$ cat src/rtl/pjc_pkg.sv
`timescale 1ns / 1ps
// ----------------------------------------------------------------------------
// pjc_pkg
// Shared constants, types and helpers of the planar joint constraint unit.
// ----------------------------------------------------------------------------
package pjc_pkg;

    localparam int FRAC_BITS       = 16;
    localparam int TRIG_ITERATIONS = 24;
    localparam int TRIG_Q          = 28;
    localparam int TRIG_LAT        = TRIG_ITERATIONS + 5;

    localparam logic [63:0] INV_TWO_PI_Q64 = 64'h28BE60DB9391054A;
    localparam logic [63:0] CQ             = INV_TWO_PI_Q64 >> FRAC_BITS;
    localparam logic [31:0] CQ_LO          = CQ[31:0];
    localparam logic [31:0] CQ_HI          = CQ[63:32];

    localparam logic signed [33:0] CORDIC_START = 34'sd652032874;
    localparam logic signed [31:0] PIHALF_Q30   = 32'sd1686629713;

    localparam logic signed [47:0] ONE_V = 48'sd1 <<< FRAC_BITS;

    localparam logic [2:0] SLOT_RES  = 3'd0;
    localparam logic [2:0] SLOT_B0   = 3'd4;
    localparam logic [2:0] SLOT_LAST = 3'd6;

    typedef logic signed [31:0] word_t;
    typedef logic signed [47:0] wide_t;

    typedef struct packed {
        logic  prism;
        logic  ground;
        word_t ax;
        word_t ay;
        word_t aa;
        word_t bx;
        word_t by;
        word_t ba;
        word_t sax;
        word_t say;
        word_t sbx;
        word_t sby;
    } base_t;

    typedef struct packed {
        logic  prism;
        logic  ground;
        wide_t res_x;
        wide_t res_y;
        wide_t adiff;
        word_t ux;
        word_t uy;
        wide_t wx;
        wide_t wy;
    } geo_t;

    typedef struct packed {
        logic              ground;
        logic [6:0][31:0]  first;
        logic [6:0][31:0]  second;
    } bundle_t;

    function automatic logic signed [33:0] atan_q30(input int i);
        logic signed [33:0] v;
        case (i)
            0:  v = 34'sh3243F6A8;
            1:  v = 34'sh1DAC6705;
            2:  v = 34'sh0FADBAFC;
            3:  v = 34'sh07F56EA6;
            4:  v = 34'sh03FEAB76;
            5:  v = 34'sh01FFD55B;
            6:  v = 34'sh00FFFAAA;
            7:  v = 34'sh007FFF55;
            8:  v = 34'sh003FFFEA;
            9:  v = 34'sh001FFFFD;
            10: v = 34'sh000FFFFF;
            11: v = 34'sh0007FFFF;
            12: v = 34'sh0003FFFF;
            13: v = 34'sh0001FFFF;
            14: v = 34'sh0000FFFF;
            15: v = 34'sh00007FFF;
            16: v = 34'sh00003FFF;
            17: v = 34'sh00001FFF;
            18: v = 34'sh00000FFF;
            19: v = 34'sh000007FF;
            20: v = 34'sh000003FF;
            21: v = 34'sh000001FF;
            22: v = 34'sh000000FF;
            23: v = 34'sh0000007F;
            24: v = 34'sh0000003F;
            25: v = 34'sh0000001F;
            26: v = 34'sh0000000F;
            27: v = 34'sh00000008;
            28: v = 34'sh00000004;
            29: v = 34'sh00000002;
            default: v = 34'sh00000001;
        endcase
        return v;
    endfunction

    function automatic word_t sat32(input wide_t v);
        word_t r;
        if (v > 48'sd2147483647)
            r = 32'sh7FFFFFFF;
        else if (v < -48'sd2147483648)
            r = 32'sh80000000;
        else
            r = v[31:0];
        return r;
    endfunction

    // Q28 trig term to the data fraction, round half up
    function automatic wide_t to_frac(input word_t t);
        wide_t e;
        wide_t r;
        e = 48'(t);
        if (TRIG_Q == FRAC_BITS)
            r = e;
        else
            r = (e + (48'sd1 <<< (TRIG_Q - FRAC_BITS - 1))) >>> (TRIG_Q - FRAC_BITS);
        return r;
    endfunction

endpackage

$ cat src/rtl/pjc_wmul.sv
`timescale 1ns / 1ps
// ----------------------------------------------------------------------------
// pjc_wmul
// Two-stage 40 by 32 bit product, rounded half up from Q28 to the data scale.
// ----------------------------------------------------------------------------
module pjc_wmul
    import pjc_pkg::*;
(
    input  logic               clk,
    input  logic               en,
    input  logic signed [39:0] a,
    input  word_t              t,
    output wide_t              p
);

    logic signed [52:0] lo_reg;
    logic signed [51:0] hi_reg;
    wide_t              p_reg;
    logic signed [71:0] sum;
    logic signed [71:0] sh;

    assign sum = (72'(hi_reg) <<< 20) + 72'(lo_reg) + (72'sd1 <<< (TRIG_Q - 1));
    assign sh  = sum >>> TRIG_Q;

    always_ff @(posedge clk)
    begin
        if (en)
        begin
            lo_reg <= $signed({1'b0, a[19:0]}) * t;
            hi_reg <= $signed(a[39:20]) * t;
            p_reg  <= sh[47:0];
        end
    end

    assign p = p_reg;

endmodule

$ cat config.mk
export PLATFORM = sky130hd
export DESIGN_NAME = pjc_wmul
export DESIGN_NICKNAME = d
export VERILOG_FILES = /design/src/rtl/pjc_pkg.sv /design/src/rtl/pjc_wmul.sv
export SDC_FILE = /design/constraint.sdc
export NUM_CORES = 2
export LEC_CHECK = 0
export BUFFER_PORTS_ARGS = -buffer_cell sky130_fd_sc_hd__clkbuf_2
export CORE_ASPECT_RATIO = 0.5
export CORE_MARGIN = 10
export CORE_UTILIZATION = 60
export DETAILED_ROUTE_END_ITERATION = 10
export GPL_TIMING_DRIVEN = 1
export HOLD_SLACK_MARGIN = 0.12
export PLACE_DENSITY = 0.8
export SYNTH_ARGS = -nofsm -noshare
export SYNTH_HDL_FRONTEND = slang
export SYNTH_SLANG_ARGS = --single-unit
$ cat constraint.sdc
create_clock -name clk -period 7.05 [get_ports clk]
set_input_delay 1.0575 -clock clk [delete_from_list [all_inputs] [get_ports clk]]
set_output_delay 1.0575 -clock clk [all_outputs]
set_load 0.05 [all_outputs]
==> results.cfg <==
[die]
core_mm2 = 0.0859
initial_core_util_pct = 60.4
rows = 76
dieArea_mm2 = 0.0993
fp.dieH_um = 228
ios = 122
die_w_um = 436

[clock_network]
cts-root-buf = clkbuf_16
htree_num_levels = 4
clkTransAtPathRegs_ps = 70
clkLatencyLatePin_ps = 470
cts_buffers = 17
ctsLongestPathBuffers = 2
cts_tree = yes
holdBufCountCts = 0
cts_sinks = 129

[logic_synthesis]
async_flop_share_pct = 0
synthesis.area_mm2 = 0.0519
synth-main-ff-cell = edfxtp_1
ys_warn_count = 0
synth.net_count = 7227
syn-mean-instance-area_um2 = 9.40
synth_cell_type_count = 83
ys_seq_area_share_pct = 7.47
ys_ff_latch = 129
synth-edff-count = 129
syn-instance-count = 5521

[setup_path]
crit_buf_inv = 8
cp_common_cell = fa_1
crit_fanout = 6
r2r-start = lo_reg[52]
max_stage_delay_ps = 600
cp.required_ps = 7230
r2r_cells = 10
reg2reg_slack_ps = 2980
cp.arrival_ps = 7640
crit_type = in2reg
crit_family = adder cells
startpoint_type = primary input
rr_endpoint = p[39]
end_kind = register
crit_slowest_cell = fa_1

[sta]
final.min_clock_period_ps = 7470
slew_viol_final = 0
rsz0062_at_grt = yes
setup_viol = 38
max_freq_ghz = 0.134
fin_ws_ps = -417
clock_skew_ps = 22.3
fin_tns_setup_ps = -6250
fin_crit_sh_pct = 106
hold_violations = 0
slew_headroom_pct = 28.0
tightestPinTransition_ps = 1080

[routing]
drt-total-wl_um = 166000
antenna_left = 0
drc_errors = 0
drtIter0Drc = 4321
wl_per_cell_um = 22.5
via_per_inst = 5.71
first_pass_iters = 6
vias = 42285

[cells_and_area]
area_growth_pct = 23.7
largest_reg_flops = 52
final_cell_mix = 1358 x inv_1, 1190 x fa_1, 638 x and2_1, 622 x buf_4, 616 x nand2_1
layout_commonest_cell = inv_1
nets = 7915
drive_gt1_share_pct = 22.5

[min_path]
holdPathStages = 3
hp-start = hi_reg[51]
min_to = p[43]
hold_class = reg2reg

[placement]
dpl_worst_slack_ps = -959
gp_congestion = 0.980
portBuffers = 121
hpwl_um = 126000

[run_status]
violations = setup timing
status = finished with violations

[global_routing]
track_usage_pct = 31.3
grt_pass1_wl_um = 247000
grt-ovfl-total = 0
antenna_found_initial = 12
grt_pass1_vias = 45275
grt_max_degree = 81

[job]
drv_cap = 0
[final cells by class]
type	instances	area, um^2
fill	5256	21700
timing repair buffer	936	8960
sequential	129	3870
clock inverter	15	173
tap	1170	1460
inverter	1418	5330
antenna	8	20.0
clock buffer	17	425
multi-input combinational	3707	43900
[per-stage QoR]
step | cell area (um^2) | std cells | util, % | hold WS [ps]
after floorplan | 52400 | 5521 | - | 740
after global placement | 59000 | 7197 | 68.7 | 802
after detailed placement | 59000 | 7197 | 68.7 | 830
after CTS | 61700 | 7305 | 71.9 | 856
after global routing | 64200 | 7396 | 74.7 | 894
final | 64200 | 7400 | 74.7 | 853
[worst max-delay path by stage]
stage	startpoint	endpoint	slack, ps	cells past startpoint
floorplan	t[31]	hi_reg[51]	-110	22
global placement	t[19]	lo_reg[50]	-840	24
detailed placement	t[14]	hi_reg[44]	-960	24
CTS	a[5]	lo_reg[48]	-240	23
global route	a[5]	lo_reg[46]	-490	26
finish	a[3]	lo_reg[48]	-420	25
[cell usage after synthesis (all sizes together), types with 4 or more instances]
master | instances | share of area, %
nand2 | 639 | 4.6
nor2b | 13 | 0.16
or2 | 5 | 0.060
a31o | 5 | 0.084
a211oi | 17 | 0.28
o2111ai | 5 | 0.096
nor4 | 6 | 0.084
o31ai | 4 | 0.058
o21bai | 16 | 0.23
a2111o | 5 | 0.11
a21boi | 7 | 0.10
nor3 | 26 | 0.25
o21ai | 52 | 0.51
nand3 | 34 | 0.33
xnor2 | 96 | 1.6
edfxtp | 129 | 7.5
a21o | 50 | 0.74
a221oi | 8 | 0.16
nand4 | 19 | 0.26
xor2 | 31 | 0.52
and3 | 14 | 0.17
buf | 9 | 0.11
o21a | 19 | 0.29
nor3b | 4 | 0.068
clkbuf | 257 | 1.9
a31oi | 18 | 0.23
nand2b | 14 | 0.17
inv | 1417 | 10
ha | 362 | 8.7
a311oi | 7 | 0.15
fa | 1270 | 49
a221o | 4 | 0.077
o311ai | 8 | 0.14
nor2 | 100 | 0.72
and2 | 677 | 8.2
a21oi | 114 | 1.1
o211ai | 13 | 0.20
or3 | 7 | 0.084
[per-layer routing]
metal	wire [um]	share of wire, %	track usage (%)
met1	60500	36	40.3
met2	75300	45	49.0
met3	21400	13	10.3
met4	9140	5.5	12.5
met5	90	0.054	0
[kinds of logic after synthesis]
logic type               Yosys count  synth area share [%]
buffers and inverters           1685                  12.3
adder cells (fa/ha/maj)         1632                  57.7
AND/OR/NAND/NOR                 1568                  15.3
AO/OA/AOI/OAI                    376                  4.97
flip-flops                       129                  7.47
XOR/XNOR                         127                  2.14
multiplexers                       4                0.0796
[worst min-delay path, cell delays in order (launching register included)]
cell and delay (ps):
edfxtp_1 340, xnor2_1 190, a221oi_1 120, nand3_1 110
[repair_timing]
item / CTS / global route
resized for setup: 290 / 412
setup buffers: 76 / 93
endpoints found under the setup margin: 51 / 59
pin swaps: 166 / 305
gates cloned: 8 / 13
Power is left out: the tool's default activity adds up to more than one toggle a clock period on the data nets, which glitch-free logic cannot reach.
