### config.mk
export PLATFORM = sky130hd
export DESIGN_NAME = pjc_emit
export DESIGN_NICKNAME = d
export VERILOG_FILES = /design/src/rtl/pjc_pkg.sv /design/src/rtl/pjc_emit.sv
export SDC_FILE = /design/constraint.sdc
export NUM_CORES = 1
export LEC_CHECK = 0
export BUFFER_PORTS_ARGS = -buffer_cell sky130_fd_sc_hd__buf_2
export CAP_MARGIN = 5
export CORE_ASPECT_RATIO = 0.7
export CORE_UTILIZATION = 36
export DETAILED_ROUTE_END_ITERATION = 6
export PLACE_DENSITY = 0.65
export RECOVER_POWER = 25
export SLEW_MARGIN = 10
export SYNTH_ARGS = -nofsm -noshare
export SYNTH_HDL_FRONTEND = slang
export SYNTH_SLANG_ARGS = --single-unit
### constraint.sdc
create_clock -name clk -period 23.6 [get_ports clk]
set_input_delay 4.72 -clock clk [delete_from_list [all_inputs] [get_ports clk]]
set_output_delay 4.72 -clock clk [all_outputs]
set_load 0.01 [all_outputs]
### src/rtl/pjc_pkg.sv
`timescale 1ns / 1ps
// ----------------------------------------------------------------------------
// pjc_pkg
// Shared constants, types and helpers of the planar joint constraint unit.
// ----------------------------------------------------------------------------
package pjc_pkg;

    localparam int FRAC_BITS       = 16;
    localparam int TRIG_ITERATIONS = 24;
    localparam int TRIG_Q          = 28;
    localparam int TRIG_LAT        = TRIG_ITERATIONS + 5;

    localparam logic [63:0] INV_TWO_PI_Q64 = 64'h28BE60DB9391054A;
    localparam logic [63:0] CQ             = INV_TWO_PI_Q64 >> FRAC_BITS;
    localparam logic [31:0] CQ_LO          = CQ[31:0];
    localparam logic [31:0] CQ_HI          = CQ[63:32];

    localparam logic signed [33:0] CORDIC_START = 34'sd652032874;
    localparam logic signed [31:0] PIHALF_Q30   = 32'sd1686629713;

    localparam logic signed [47:0] ONE_V = 48'sd1 <<< FRAC_BITS;

    localparam logic [2:0] SLOT_RES  = 3'd0;
    localparam logic [2:0] SLOT_B0   = 3'd4;
    localparam logic [2:0] SLOT_LAST = 3'd6;

    typedef logic signed [31:0] word_t;
    typedef logic signed [47:0] wide_t;

    typedef struct packed {
        logic  prism;
        logic  ground;
        word_t ax;
        word_t ay;
        word_t aa;
        word_t bx;
        word_t by;
        word_t ba;
        word_t sax;
        word_t say;
        word_t sbx;
        word_t sby;
    } base_t;

    typedef struct packed {
        logic  prism;
        logic  ground;
        wide_t res_x;
        wide_t res_y;
        wide_t adiff;
        word_t ux;
        word_t uy;
        wide_t wx;
        wide_t wy;
    } geo_t;

    typedef struct packed {
        logic              ground;
        logic [6:0][31:0]  first;
        logic [6:0][31:0]  second;
    } bundle_t;

    function automatic logic signed [33:0] atan_q30(input int i);
        logic signed [33:0] v;
        case (i)
            0:  v = 34'sh3243F6A8;
            1:  v = 34'sh1DAC6705;
            2:  v = 34'sh0FADBAFC;
            3:  v = 34'sh07F56EA6;
            4:  v = 34'sh03FEAB76;
            5:  v = 34'sh01FFD55B;
            6:  v = 34'sh00FFFAAA;
            7:  v = 34'sh007FFF55;
            8:  v = 34'sh003FFFEA;
            9:  v = 34'sh001FFFFD;
            10: v = 34'sh000FFFFF;
            11: v = 34'sh0007FFFF;
            12: v = 34'sh0003FFFF;
            13: v = 34'sh0001FFFF;
            14: v = 34'sh0000FFFF;
            15: v = 34'sh00007FFF;
            16: v = 34'sh00003FFF;
            17: v = 34'sh00001FFF;
            18: v = 34'sh00000FFF;
            19: v = 34'sh000007FF;
            20: v = 34'sh000003FF;
            21: v = 34'sh000001FF;
            22: v = 34'sh000000FF;
            23: v = 34'sh0000007F;
            24: v = 34'sh0000003F;
            25: v = 34'sh0000001F;
            26: v = 34'sh0000000F;
            27: v = 34'sh00000008;
            28: v = 34'sh00000004;
            29: v = 34'sh00000002;
            default: v = 34'sh00000001;
        endcase
        return v;
    endfunction

    function automatic word_t sat32(input wide_t v);
        word_t r;
        if (v > 48'sd2147483647)
            r = 32'sh7FFFFFFF;
        else if (v < -48'sd2147483648)
            r = 32'sh80000000;
        else
            r = v[31:0];
        return r;
    endfunction

    // Q28 trig term to the data fraction, round half up
    function automatic wide_t to_frac(input word_t t);
        wide_t e;
        wide_t r;
        e = 48'(t);
        if (TRIG_Q == FRAC_BITS)
            r = e;
        else
            r = (e + (48'sd1 <<< (TRIG_Q - FRAC_BITS - 1))) >>> (TRIG_Q - FRAC_BITS);
        return r;
    endfunction

endpackage

### src/rtl/pjc_emit.sv
`timescale 1ns / 1ps
// ----------------------------------------------------------------------------
// pjc_emit
// Result sequencer: plays one joint's bundle out, one beat per cycle.
// ----------------------------------------------------------------------------
module pjc_emit
    import pjc_pkg::*;
(
    input  logic        clk,
    input  logic        rst_n,
    input  logic        in_valid,
    input  bundle_t     in_bundle,
    output logic        take,
    output logic        result_valid,
    output logic        kind,
    output logic [2:0]  row,
    output word_t       first_value,
    output word_t       second_value,
    output logic        last
);

    logic       act_reg;
    logic [2:0] cnt_reg;
    bundle_t    bun_reg;

    assign take = !act_reg || (cnt_reg == SLOT_LAST);

    always_ff @(posedge clk or negedge rst_n)
    begin
        if (!rst_n)
        begin
            act_reg <= 1'b0;
            cnt_reg <= SLOT_RES;
        end
        else if (take && in_valid)
        begin
            act_reg <= 1'b1;
            cnt_reg <= SLOT_RES;
        end
        else if (act_reg)
        begin
            if (cnt_reg == SLOT_LAST)
                act_reg <= 1'b0;
            else if (cnt_reg == SLOT_RES && bun_reg.ground)
                cnt_reg <= SLOT_B0;
            else
                cnt_reg <= cnt_reg + 3'd1;
        end
    end

    always_ff @(posedge clk)
    begin
        if (take && in_valid)
            bun_reg <= in_bundle;
    end

    assign result_valid = act_reg;
    assign kind         = (cnt_reg != SLOT_RES);
    assign row          = (cnt_reg == SLOT_RES) ? 3'd0 :
                          bun_reg.ground ? (cnt_reg - SLOT_B0) : (cnt_reg - 3'd1);
    assign first_value  = bun_reg.first[cnt_reg];
    assign second_value = bun_reg.second[cnt_reg];
    assign last         = (cnt_reg == SLOT_LAST);

endmodule

==> impl_results.md <==
* Met2 wire len at 22100 um
* DRC viols at 0
* Slew margin rel. at 24.4%
* First-pass GRT wire length at 66200 um
* Lkg Pwr at 8.45 nW
* Io pins at 523
* Total setup buffers inserted after CTS at 0
* RSZ-0062 raised after global routing: false
* Clk pin slew, worst setup/hold paths at approximately 0.07 ns
* Worst setup margin at 15.28 ns
* CTS H-tree depth at 2
* Post-Route WL at about 46000 um
* WP data required at about 19 ns
* Share of cells above drive strength 1 at 49.8%
* Cell-internal power at roughly 1.9 mW
* Max reg flops at between 400 and 500
* Fin crit share at 35.2%
* Post-synth EDFFs at around 450
* HP Class: reg -> reg
* Clock tree buffer depth at 3
* Post-synthesis sequential area ratio at between 70 and 80%
* Port Buf Inserts at around 520
* Hold Violations, Final at 0
* Post-synthesis area per instance at 20.3 um^2
* Largest net degree at the start of global routing at 85
* Clock skew at 0.0229 ns
* Quantity of gates resized following cts at 0
* Crit path kind: reg -> out
* Post-layout min period at 8.32 ns
* Pre-CTS WS at 15.71 ns
* Ys flop type: edfxtp_1
* Worst slew pin tran at 1.13 ns
* #FFs+latches synth at 453
* Nets at 1847
* First-iteration detailed-routing DRC count at 792
* Register share of total power at 41.2%
* Mapped Cells at between 800 and 900
* Total power at 2.79 mW
* RD Place Congestion at roughly 0.84
* Via count at 10358
* Final setup violation count at 0
* Worst setup EP type: output port
* Async SR Flop Fraction at less than 1%
* Clk sinks at ~450
* Clk root buf: clkbuf_16
* Drt pass-1 iters at 5
* Cell Rows at 67
* Metal3 WL at 3740 um
* Grt ovf at 0
* Uppermost layer routed: met5
* Fmax at 120 MHz
* Max Cap Viol at 0
* Die area at 0.0498 mm^2
* Core area at 0.0480 mm^2
* Cell variety after synth at 30
* Via density at 4.97
* Sw Pwr at 0.910 mW
* Detailed Place HPWL at 31200 um
* M1 WL at 18800 um
* Mapped Nets at 1322
* Vias in the first global route at 10757
* Area of the multi-input gates at 0.00366 mm^2
* CTS tree: yes
* Cts-stage hold buffer count at 0
* Sw Share at 32.6%
* Die Width at 266 um
* Total clock buffers created by CTS at 45
* Initial Utilization at 36.6%
* Total GRT Usage at roughly 18%
* Initial antenna violation count at 9
* Synth-to-layout area growth at 26.9%
* Die Ht at 187 um
* Critical path launch point type: flip-flop
* Fill cells at around 4200
* Critical Path Fanout Max at 40
* Pwr per Cell Area at 125 mW/mm^2
* Synth warn at 0
* Combinational Power Share at 32.2%
* CP arrival at 3.60 ns
* Peak supply drop at roughly 0.075 mV
* Clock power frac at a little over a quarter
* WL/cell at 21.9 um
* Slew Limit Fails at 0
* Setup total negative slack at 0 ns
* Status: finished clean
* Synthesized area at 0.0176 mm^2
* Register area at 0.0136 mm^2
* Clock Latency Late Sink at 0.55 ns
* ANT nets after route at 0
## synth_stat cells (3+ instances only)
library cell / number / share of area, %
mux2_2: 47 / 3.0
a21oi_1: 3 / 0.085
nand2_1: 3 / 0.064
edfxtp_1: 449 / 77
mux2_4: 17 / 1.5
buf_4: 12 / 0.51
clkbuf_1: 6 / 0.13
buf_6: 3 / 0.19
dfrtp_1: 4 / 0.57
a221oi_1: 90 / 4.5
ha_1: 4 / 0.28
buf_2: 33 / 0.94
nor2_1: 4 / 0.085
inv_1: 5 / 0.11
a221oi_2: 39 / 3.3
mux2i_1: 128 / 7.3
## final timing paths
kind	slack [ns]	start	end	depth (start not counted)
max in group asynchronous	19.39	rst_n	cnt_reg[0]	1
hold reg to reg	0.63	result_valid	cnt_reg[2]	2
min in group asynchronous	3.99	rst_n	cnt_reg[1]	1
hold / removal	0.63	result_valid	cnt_reg[2]	2
setup / recovery	15.28	cnt_reg[0]	first_value[28]	5
setup reg to reg	18.08	cnt_reg[0]	bun_reg[333]	7
## logic make-up (layout without fill, tap and decap cells)
family / after synthesis / count (layout) / share of synthesized area [%]
mux: 192 / 192 / 11.7
fa+ha+maj: 4 / 4 / 0.284
simple gates: 14 / 14 / 0.448
flops: 453 / 453 / 77.2
buf+inv: 63 / 620 / 2.07
other cells: 0 / 6 / 0
xor+xnor: 1 / 1 / 0.0498
compound gates: 139 / 139 / 8.21
## routing by layer
metal,vias up,GRT usage [%]
met1,5133,23.1
met2,433,29.3
met4,6,5.53
met5,-,0
li1,4711,-
met3,75,4.81
## metrics by stage
stage | utilization (%) | instances | cell area, um^2 | hold slack, ns
after floorplan | - | 866 | 17600 | 0.594
after global placement | 43.3 | 1999 | 20800 | 0.572
after detailed placement | 43.3 | 1999 | 20800 | 0.623
after CTS | 46.5 | 2078 | 22300 | 0.632
after global routing | 46.5 | 2084 | 22300 | 0.673
final | 46.5 | 2084 | 22300 | 0.633
## power by group through the flow
| stage | clock network (mW) | logic [mW] | registers (mW) |
|---|---|---|---|
| after floorplan | 0 | 0.629 | 1.22 |
| after global placement | 0 | 0.892 | 1.17 |
| after detailed placement | 0 | 0.907 | 1.17 |
| after CTS | 0.764 | 0.908 | 1.16 |
| after global routing | 0.790 | 0.962 | 1.17 |
| final | 0.745 | 0.899 | 1.15 |
## cell usage in the layout, fill, tap and decap left out, types with 2 or more instances in the layout
cell type / n
buf_2: 520
edfxtp_1: 449
mux2i_1: 128
a221oi_1: 90
mux2_2: 47
clkbuf_16: 45
a221oi_2: 39
mux2_4: 17
buf_4: 13
clkbuf_1: 10
bufinv_16: 9
clkinv_2: 8
clkinv_1: 8
diode_2: 6
inv_1: 4
nor2_1: 4
ha_1: 4
a21oi_1: 3
nand2_1: 3
nor2_4: 2
a21o_1: 2
dfrtp_4: 2
dfrtp_1: 2
## final cells by class
type	count	area share [%]
clock buffers	53	5.18
diodes	6	0.0672
repair buffers	535	12.1
flip-flops and latches	453	60.9
inverters	6	0.112
clock inverters	26	1.59
multi-input cells	350	16.4
well taps	655	3.67
## critical path, cell delays in order, from the launching register on
cell,delay [ns]
dfrtp_4,0.80
nor2b_4,0.72
buf_4,0.72
a221oi_1,0.21
a221oi_1,0.30
buf_2,0.19
Note: power is estimated with default switching activity, not from simulation.
